File: src/sv/sit_pkg.sv
// shared types and constants for the sorted insert table
`timescale 1ns / 1ps

package sit_pkg;

  localparam logic [6:0] MONTH_MAX = 7'd12;
  localparam logic [6:0] DAY_MAX   = 7'd31;
  localparam logic [6:0] HOUR_MAX  = 7'd24;

  typedef enum logic [0:0] {
    MODE_INSERT = 1'b0,
    MODE_READ   = 1'b1
  } mode_t;

  typedef enum logic [2:0] {
    ST_INSERTED   = 3'd0,
    ST_DATE_RANGE = 3'd1,
    ST_HOUR_RANGE = 3'd2,
    ST_FULL       = 3'd3,
    ST_END_MARK   = 3'd4,
    ST_READ_OK    = 3'd5,
    ST_IDX_EMPTY  = 3'd6
  } status_t;

  typedef struct packed {
    logic        mode;
    logic [6:0]  month;
    logic [6:0]  day;
    logic [6:0]  hour;
    logic [31:0] payload;
    logic [5:0]  read_index;
  } cmd_item_t;

  typedef struct packed {
    status_t     status;
    logic [5:0]  position;
    logic [6:0]  entry_count;
    logic [3:0]  out_month;
    logic [4:0]  out_day;
    logic [4:0]  out_hour;
    logic [31:0] out_payload;
  } rsp_item_t;

  typedef enum logic [2:0] {
    S_IDLE,
    S_CHECK,
    S_SCAN,
    S_CMP,
    S_RDWAIT,
    S_FINISH
  } state_t;

  typedef struct packed {
    logic    load;
    logic    rd_scan;
    logic    rd_index;
    logic    shift_wr;
    logic    place_wr;
    logic    set_status;
    status_t status;
    logic    out_load;
  } ctrl_cmd_t;

  typedef struct packed {
    logic is_read;
    logic full;
    logic bad_date;
    logic end_mark;
    logic bad_hour;
    logic idx_ok;
    logic j_zero;
    logic new_lt;
    logic out_free;
  } ctrl_stat_t;

endpackage

File: src/sv/sit_if.sv
// valid/ready channel interface carrying one transaction payload
`timescale 1ns / 1ps

interface sit_chan_if #(
  parameter type T = logic
);
  logic valid;
  logic ready;
  T     data;

  modport source (output valid, output data, input ready);
  modport sink   (input valid, input data, output ready);
endinterface

File: src/sv/sit_ctrl.sv
// controller state machine for the sorted insert table
`timescale 1ns / 1ps

module sit_ctrl (
  input  logic                clk,
  input  logic                rst,
  input  logic                in_valid,
  output logic                in_ready,
  input  sit_pkg::ctrl_stat_t stat,
  output sit_pkg::ctrl_cmd_t  ctl
);

  sit_pkg::state_t state;
  sit_pkg::state_t state_next;

  always_ff @(posedge clk) begin
    if (rst) begin
      state <= sit_pkg::S_IDLE;
    end else begin
      state <= state_next;
    end
  end

  always_comb begin
    state_next = state;
    ctl        = '0;
    ctl.status = sit_pkg::ST_INSERTED;
    in_ready   = 1'b0;
    case (state)
      sit_pkg::S_IDLE: begin
        in_ready = !rst;
        if (in_valid && in_ready) begin
          ctl.load   = 1'b1;
          state_next = sit_pkg::S_CHECK;
        end
      end
      sit_pkg::S_CHECK: begin
        if (stat.is_read) begin
          ctl.rd_index = 1'b1;
          state_next   = sit_pkg::S_RDWAIT;
        end else if (stat.full) begin
          ctl.set_status = 1'b1;
          ctl.status     = sit_pkg::ST_FULL;
          state_next     = sit_pkg::S_FINISH;
        end else if (stat.bad_date) begin
          ctl.set_status = 1'b1;
          ctl.status     = sit_pkg::ST_DATE_RANGE;
          state_next     = sit_pkg::S_FINISH;
        end else if (stat.end_mark) begin
          ctl.set_status = 1'b1;
          ctl.status     = sit_pkg::ST_END_MARK;
          state_next     = sit_pkg::S_FINISH;
        end else if (stat.bad_hour) begin
          ctl.set_status = 1'b1;
          ctl.status     = sit_pkg::ST_HOUR_RANGE;
          state_next     = sit_pkg::S_FINISH;
        end else begin
          state_next = sit_pkg::S_SCAN;
        end
      end
      sit_pkg::S_SCAN: begin
        if (stat.j_zero) begin
          ctl.place_wr   = 1'b1;
          ctl.set_status = 1'b1;
          ctl.status     = sit_pkg::ST_INSERTED;
          state_next     = sit_pkg::S_FINISH;
        end else begin
          ctl.rd_scan = 1'b1;
          state_next  = sit_pkg::S_CMP;
        end
      end
      sit_pkg::S_CMP: begin
        if (stat.new_lt) begin
          ctl.shift_wr = 1'b1;
          state_next   = sit_pkg::S_SCAN;
        end else begin
          ctl.place_wr   = 1'b1;
          ctl.set_status = 1'b1;
          ctl.status     = sit_pkg::ST_INSERTED;
          state_next     = sit_pkg::S_FINISH;
        end
      end
      sit_pkg::S_RDWAIT: begin
        ctl.set_status = 1'b1;
        ctl.status     = stat.idx_ok ? sit_pkg::ST_READ_OK : sit_pkg::ST_IDX_EMPTY;
        state_next     = sit_pkg::S_FINISH;
      end
      sit_pkg::S_FINISH: begin
        if (stat.out_free) begin
          ctl.out_load = 1'b1;
          state_next   = sit_pkg::S_IDLE;
        end
      end
      default: begin
        state_next = sit_pkg::S_IDLE;
      end
    endcase
  end

endmodule

File: src/sv/sit_datapath.sv
// entry memory, counters, key compare and output register
`timescale 1ns / 1ps

module sit_datapath #(
  parameter int CAPACITY     = 64,
  parameter int PAYLOAD_BITS = 32
) (
  input  logic                clk,
  input  logic                rst,
  input  sit_pkg::cmd_item_t  in_data,
  input  sit_pkg::ctrl_cmd_t  ctl,
  output sit_pkg::ctrl_stat_t stat,
  output sit_pkg::rsp_item_t  out_data,
  output logic                out_valid,
  input  logic                out_ready
);

  localparam int AW = (CAPACITY > 1) ? $clog2(CAPACITY) : 1;
  localparam int CW = $clog2(CAPACITY + 1);
  localparam int XW = (CW > 6) ? CW : 6;
  localparam int PB = PAYLOAD_BITS;
  localparam int EW = PB + 14;

  logic [EW-1:0] mem [CAPACITY];
  logic [EW-1:0] rd_data;
  logic [EW-1:0] wr_data;
  logic [EW-1:0] new_entry;
  logic [AW-1:0] rd_addr;
  logic          mem_we;
  logic          mem_re;

  sit_pkg::cmd_item_t item;
  sit_pkg::status_t   status;
  sit_pkg::rsp_item_t out_next;
  logic [CW-1:0]      count;
  logic [CW-1:0]      j;
  logic [CW-1:0]      jm1;
  logic [XW-1:0]      ridx_x;
  logic [13:0]        new_key;
  logic [13:0]        rd_key;

  assign jm1       = j - CW'(1);
  assign ridx_x    = XW'(item.read_index);
  assign new_key   = {item.month[3:0], item.day[4:0], item.hour[4:0]};
  assign rd_key    = rd_data[EW-1:PB];
  assign new_entry = {new_key, PB'(item.payload)};
  assign mem_we    = ctl.shift_wr | ctl.place_wr;
  assign mem_re    = ctl.rd_scan | ctl.rd_index;
  assign wr_data   = ctl.shift_wr ? rd_data : new_entry;
  assign rd_addr   = ctl.rd_index ? ridx_x[AW-1:0] : jm1[AW-1:0];

  always_ff @(posedge clk) begin
    if (mem_we) begin
      mem[j[AW-1:0]] <= wr_data;
    end
    if (mem_re) begin
      rd_data <= mem[rd_addr];
    end
  end

  always_comb begin
    stat.is_read  = (item.mode == sit_pkg::MODE_READ);
    stat.full     = (count == CW'(CAPACITY));
    stat.bad_date = (item.day > sit_pkg::DAY_MAX) || (item.month > sit_pkg::MONTH_MAX);
    stat.end_mark = (item.month == 7'd0) && (item.day == 7'd0);
    stat.bad_hour = (item.hour > sit_pkg::HOUR_MAX);
    stat.idx_ok   = (ridx_x < XW'(count));
    stat.j_zero   = (j == '0);
    stat.new_lt   = (new_key < rd_key);
    stat.out_free = !out_valid || out_ready;
  end

  always_comb begin
    out_next             = '0;
    out_next.status      = status;
    out_next.entry_count = 7'(count);
    case (status)
      sit_pkg::ST_INSERTED: begin
        out_next.position = 6'(j);
      end
      sit_pkg::ST_READ_OK: begin
        out_next.position    = item.read_index;
        out_next.out_month   = rd_data[PB+13:PB+10];
        out_next.out_day     = rd_data[PB+9:PB+5];
        out_next.out_hour    = rd_data[PB+4:PB];
        out_next.out_payload = 32'(rd_data[PB-1:0]);
      end
      sit_pkg::ST_IDX_EMPTY: begin
        out_next.position = item.read_index;
      end
      default: begin
        out_next.position = 6'd0;
      end
    endcase
  end

  always_ff @(posedge clk) begin
    if (rst) begin
      count     <= '0;
      out_valid <= 1'b0;
    end else begin
      if (ctl.place_wr) begin
        count <= count + CW'(1);
      end
      if (ctl.out_load) begin
        out_valid <= 1'b1;
      end else if (out_ready) begin
        out_valid <= 1'b0;
      end
    end
  end

  always_ff @(posedge clk) begin
    if (ctl.load) begin
      item <= in_data;
      j    <= count;
    end else if (ctl.shift_wr) begin
      j <= jm1;
    end
    if (ctl.set_status) begin
      status <= ctl.status;
    end
    if (ctl.out_load) begin
      out_data <= out_next;
    end
  end

endmodule

File: src/sv/sorted_insert_table.sv
// top level of the sorted insert table
// usage:
//   cmd carries one transaction per item: mode 0 inserts (month, day, hour,
//   payload) into the table, kept in ascending key order with a new entry
//   placed after any equal keys; mode 1 reads the entry at read_index
//   rsp returns exactly one transaction per item with a status code, the
//   position, the entry count after the item and, for a good read, the entry
// sequencing:
//   one item in work at a time; cmd.ready is high only while idle, and the
//   next item can be taken in the cycle after its result is loaded
//   rejected insert: check, then finish; read: check, read wait, then finish
//   insert: check, then a walk down from the end of the table that reads each
//   entry and moves it up one place while the new key is smaller, then the
//   write of the new entry; the entry memory does one read or write per cycle
// reset:
//   rst clears the entry count and the output valid flag; entry contents are
//   left as they are and only written positions are ever reported
// stall:
//   a result waits in the output register until rsp.ready; the next item can
//   be accepted meanwhile and holds in its final state until the slot frees
`timescale 1ns / 1ps

module sorted_insert_table #(
  parameter int CAPACITY     = 64,
  parameter int PAYLOAD_BITS = 32
) (
  input  logic       clk,
  input  logic       rst,
  sit_chan_if.sink   cmd,
  sit_chan_if.source rsp
);

  sit_pkg::ctrl_cmd_t  ctl;
  sit_pkg::ctrl_stat_t stat;
  logic                in_ready;
  logic                out_valid;
  sit_pkg::rsp_item_t  out_data;

  sit_ctrl u_ctrl (
    .clk      (clk),
    .rst      (rst),
    .in_valid (cmd.valid),
    .in_ready (in_ready),
    .stat     (stat),
    .ctl      (ctl)
  );

  sit_datapath #(
    .CAPACITY     (CAPACITY),
    .PAYLOAD_BITS (PAYLOAD_BITS)
  ) u_datapath (
    .clk       (clk),
    .rst       (rst),
    .in_data   (cmd.data),
    .ctl       (ctl),
    .stat      (stat),
    .out_data  (out_data),
    .out_valid (out_valid),
    .out_ready (rsp.ready)
  );

  assign cmd.ready = in_ready;
  assign rsp.valid = out_valid;
  assign rsp.data  = out_data;

endmodule

File: src/flat_wrapper.sv
// flat-port wrapper written by rule: the top's interface ports become plain ports
module sorted_insert_table_flat 
#(
  parameter int CAPACITY     = 64,
  parameter int PAYLOAD_BITS = 32
)
  (clk, rst, cmd_valid, cmd_data, cmd_ready, rsp_valid, rsp_data, rsp_ready);
  sit_chan_if cmd_i ();
  sit_chan_if rsp_i ();
  input  logic clk;
  input  logic rst;
  input wire logic [$bits(cmd_i.valid)-1:0] cmd_valid;
  input wire logic [$bits(cmd_i.data)-1:0] cmd_data;
  output wire logic [$bits(cmd_i.ready)-1:0] cmd_ready;
  output wire logic [$bits(rsp_i.valid)-1:0] rsp_valid;
  output wire logic [$bits(rsp_i.data)-1:0] rsp_data;
  input wire logic [$bits(rsp_i.ready)-1:0] rsp_ready;
  assign cmd_i.valid = cmd_valid;
  assign cmd_i.data = cmd_data;
  assign cmd_ready = cmd_i.ready;
  assign rsp_valid = rsp_i.valid;
  assign rsp_data = rsp_i.data;
  assign rsp_i.ready = rsp_ready;
  sorted_insert_table #(.CAPACITY(CAPACITY), .PAYLOAD_BITS(PAYLOAD_BITS)) u_core (.clk(clk), .rst(rst), .cmd(cmd_i), .rsp(rsp_i));
endmodule
File: config.mk
export PLATFORM = sky130hd
export DESIGN_NAME = sorted_insert_table_flat
export DESIGN_NICKNAME = d
export VERILOG_FILES = /design/src/sv/sit_pkg.sv /design/src/sv/sit_if.sv /design/src/sv/sit_ctrl.sv /design/src/sv/sit_datapath.sv /design/src/sv/sorted_insert_table.sv /design/src/flat_wrapper.sv
export SDC_FILE = /design/constraint.sdc
export NUM_CORES = 1
export LEC_CHECK = 0
export ABC_AREA = 1
export BUFFER_PORTS_ARGS = -buffer_cell sky130_fd_sc_hd__buf_2
export CORE_MARGIN = 4
export CORE_UTILIZATION = 35
export CTS_BUF_LIST = sky130_fd_sc_hd__clkbuf_8 sky130_fd_sc_hd__clkbuf_16
export CTS_CLUSTER_SIZE = 14
export DETAILED_ROUTE_END_ITERATION = 8
export GPL_ROUTABILITY_DRIVEN = 0
export GPL_TIMING_DRIVEN = 0
export PLACE_DENSITY_LB_ADDON = 0.05
export SYNTH_ARGS = -nofsm -noshare
export SYNTH_HDL_FRONTEND = slang
export SYNTH_HIERARCHICAL = 1
export SYNTH_SLANG_ARGS = --single-unit
export TNS_END_PERCENT = 20
File: constraint.sdc
create_clock -name clk -period 9.9 [get_ports clk]
set_input_delay 1.98 -clock clk [delete_from_list [all_inputs] [get_ports clk]]
set_output_delay 1.98 -clock clk [all_outputs]
set_load 0.05 [all_outputs]
# ---- Yosys cells after proc, flatten, opt, wreduce, memory -nomap -nowiden
# Memories as Yosys holds them, arrays and structs flattened. A register that Yosys moved wholly into a read port is not among the register bits.
# Cells that the tools add are included.
dict set report totals {
  reg_bits 23
  ramBits 2944
  input_bits 5
  out_inout_bits 3
  elab_cells 59
  n_memories 1
}
# memory depth width rd rd_ports_with_merged_regs wr line_no
set mem_list {}
lappend mem_list {u_core.u_datapath.mem 64 46 1 1 1 sit_datapath.sv:24} ;# logic [EW-1:0] mem [CAPACITY];
dict set report op_classes {
  n_addsub 2
  order_cmp 2
  n_eq_ne 9
  n_mux 27
  n_bitwise 1
  n_reduce_logical 10
}
# cell count
set ops {}
lappend ops {{46-bit two-way mux} 1}
lappend ops {{4-bit one-hot mux with 4 select lines} 1}
lappend ops {{3-bit two-way mux} 5}
lappend ops {{3-bit one-hot mux with 5 select lines} 1}
lappend ops {{1-bit by 14-bit < comparator with 1-bit output, first input constant} 1}
lappend ops {{7-bit two-way mux} 2}
lappend ops {{1-bit two-way mux} 13}
lappend ops {{5-bit two-way mux} 2}
lappend ops {{3-bit == test, second input constant} 3}
lappend ops {{7-bit by 1-bit adder with 7-bit output, second input constant} 1}
lappend ops {{7-bit == test, second input constant} 1}
lappend ops {{7-bit logical NOT} 1}
lappend ops {{1-bit by 7-bit < comparator with 1-bit output} 1}
lappend ops {{7-bit by 1-bit subtractor with 7-bit output, second input constant} 1}
lappend ops {{3-bit by 2-bit == test with 1-bit output, second input constant} 2}
lappend ops {{2-bit nonzero test} 2}
lappend ops {{3-bit by 1-bit == test with 1-bit output, second input constant} 1}
lappend ops {{3-bit logical NOT} 1}
lappend ops {{1-bit logical NOT} 2}
lappend ops {{2-bit two-way mux} 1}
lappend ops {{2-bit by 1-bit != test with 1-bit output, second input constant} 1}
lappend ops {{2-bit != test, second input constant} 1}
lappend ops {{1-bit one-hot mux with 2 select lines} 1}
lappend ops {{2-bit AND reduction} 1}
lappend ops {{4 further kinds} 4}

# ---- Depth between registers and ports, before layout
dict set report depth {
  word_depth 6
  ltp_mapped 16
  mapped_depth_nobuf 16
}

# ---- Hierarchy
# The synthesis kept the hierarchy.
# module n_inst cells_each area_each_um2 seq_area_each_um2
set modules_own_cells {}
lappend modules_own_cells {sit_datapath 1 12943 135630.1 93910.1}
lappend modules_own_cells {sit_ctrl 1 64 355.3 60.1}
lappend modules_own_cells {sorted_insert_table 1 1 3.8 0.0}

# ---- Worst setup path after synthesis
# OpenSTA, ideal clock, no wires.
dict set report synth_path {
  path_kind {in2reg}
  startpoint {input port rsp_ready}
  endpoint {register u_core/u_datapath/out_data[0] (netlist name)}
  setup_time_ns 0.638
  t_arrival_ns 8.049
  required_time_ns 9.262
  setup_slack_ns 1.213
  path_stages 4
  n_path_buf 0
  cell_sequence {inv_1 nand2_1 inv_1 nor4_1}
}
# item line_no
set synth_rtl {}
lappend synth_rtl {{from (decl)} flat_wrapper.sv:17} ;# input wire logic [$bits(rsp_i.ready)-1:0] rsp_ready;

==> results.cfg <==
[outcome]
status = finished, final reports clean

[pwr]
p_leak_nw = 22.83
ir_drop_mv = 0.1510
power.density_mw_per_mm2 = 251.2

[routing]
via_count = 33080
drc = 0
first_pass_iters = 6
routed_wl_um = 176300
first_iter_violations = 3281
vias_per_cell = 4.933
ant_nets = 0
drt-wirelength-per-cell_um = 26.29

[clock_tree]
path_clk_slew_ps = 60
cts_resized = 0
holdBufCountCts = 0
clock-root-buffer = clkbuf_16
clock_path_buffers = 3
cts-htree-levels = 3
numClockSinks = 1026
cts_inserted_buffers = 121
postCtsSetupBuffers = 0
clock_latency_ps = 740
cts_tree = done

[timing]
worstMarginPinSlew_ps = 1020
hold_violations = 0
rsz0062_at_grt = false
setup_slack_ps = 4806
period_minus_slack_ps = 5094
maxSlewViolCount = 0
clock_skew_ps = 27.82
period_share_pct = 51.45
setup_viol = 0
slew_headroom_pct = 31.82
fmax_ghz = 0.1963

[layout]
final_layout_size_suffix_gt1_share_pct = 11.63
final_area_sq_mm = 0.05441
fin_util_pct = 41.44
area_growth_pct = 17.68
nets = 4885

[floorplanning]
rows = 133
io_pins = 8
die_h_um = 371.5
die_area_sq_mm = 0.1380
start_util_pct = 35.22
coreArea_sq_mm = 0.1313
die_x_um = 371.5

[setup_path]
required_ps = 10250
worstSetupPathType = reg2reg
worstSetupEndpointType = flop
cp_slowest_stage_delay_ps = 1030
start_kind = flop
critical-path-top-cell-by-count = nor2_1
cp_max_fo = 15
cp_cell_sequence = clkbuf_1 -> nor2_1 -> nand2_1 -> clkbuf_1 -> nor3_1 -> nand4_1 -> nand2_1 -> nor2_1 -> nor2_1 -> nand3_1 -> nor2_4
critPathSlowestCell = nor2_4
arrival_ps = 5440

[global_route]
grt_pass1_vias = 30790
grt_start_max_net_pins = 32
antenna_found_initial = 12
met1_usage_pct = 35.58
grt_overflow = 0
grt_pass1_wl_um = 243300
grtUsageMet3_pct = 4.202
grt_use_total_pct = 25.45
top_usage_layer = met2
grt_util_met2_pct = 39.61

[logic_synthesis]
synthesis.area_sq_mm = 0.04624
postSynthCellCount = 4624
postSynthAreaPerCell_sq_um = 10.00
synth_warnings = 6

[worst_hold_path]
hold_class = reg2reg

[placement]
hpwl_um = 128600
place_ws_ps = 4862
placed_area_sq_mm = 0.05069
portBuffers = 7

[run]
maxCapViolCount = 0
[report_power, final]
group	internal [mW]	switching, mW
combinational	1.11	3.34
sequential	4.94	0.0310
clock	2.44	1.81
total	8.49	5.18
[state kept, by name, summed over array words and instances, names as in the netlist]
name                         cells
u_core/u_datapath/item          28
u_core/u_ctrl/state              3
u_core/u_datapath/stat           1
u_core/u_datapath/status         3
u_core/u_datapath/mem          960
u_core/u_datapath/rd_data       15
u_core/u_datapath/out_data       1
u_core/u_datapath/j              7
u_core/u_datapath/out_valid      1
u_core/u_datapath/count          7
[metrics by stage]
step                      setup TNS (ps)  power, mW  hold slack [ps]  instances
after global placement          -1523590      9.408            521.2       6413
after floorplan                        0      7.360            495.8       4651
after CTS                              0      13.70            532.1       6701
final                                  0      13.67            534.1       6705
after detailed placement               0      9.436            520.2       6490
after global routing                   0      14.19            570.5       6701
[cell type report]
type	instances	area (sq um)
fill	12900	76890
clock inverter	83	561.8
inverter	950	3566
tap	1755	2196
clock buffer	128	3147
sequential	1026	30700
multi-input combinational	2281	10820
buffer	394	1783
antenna	4	10.01
timing repair buffer	84	1629
[layer usage]
metal,vias up,wire length (um),share of wire (%)
li1,15340,-,-
met1,16340,79130,45
met2,1112,78500,45
met3,279,11050,6.3
met4,4,7549,4.3
met5,-,34,0.019
[layout by cell type, fill, tap and decap left out, drive strengths merged]
master,instances
a211oi,1
o221ai,1
diode,4
buf,362
nand3,1008
nor4,2
bufinv,7
xor2,1
or2,1
o311ai,1
ha,22
xnor2,1
nand2,1022
o31ai,1
o21a,2
nand3b,15
conb,28
clkinv,43
nor3,18
o21ai,30
nor2,97
inv,979
a21oi,15
dfxtp,11
nand4,6
a21boi,1
clkinvlp,4
edfxtp,1015
clkbuf,244
o211ai,3
nor3b,5
[worst max-delay path: cells and delay by family, from the launching register on]
family / cells / cell delay (ps)
buffers and inverters: 2 / 570
flip-flops: 1 / 360
AND/OR/NAND/NOR: 9 / 3720
[path summary, 6_finish.rpt]
kind,cells after the start,slack (ps),start,endpoint
worst min-delay path,2,530,u_core/u_datapath/count[5],u_core/u_datapath/count[5]
worst min register to register,2,530,u_core/u_datapath/count[5],u_core/u_datapath/count[5]
worst max-delay path,11,4810,u_core/u_datapath/j[3],u_core/u_datapath/mem[48][37]
worst max register to register,11,4810,u_core/u_datapath/j[3],u_core/u_datapath/mem[48][37]
No activity file was read; power rests on OpenSTA's default activity.
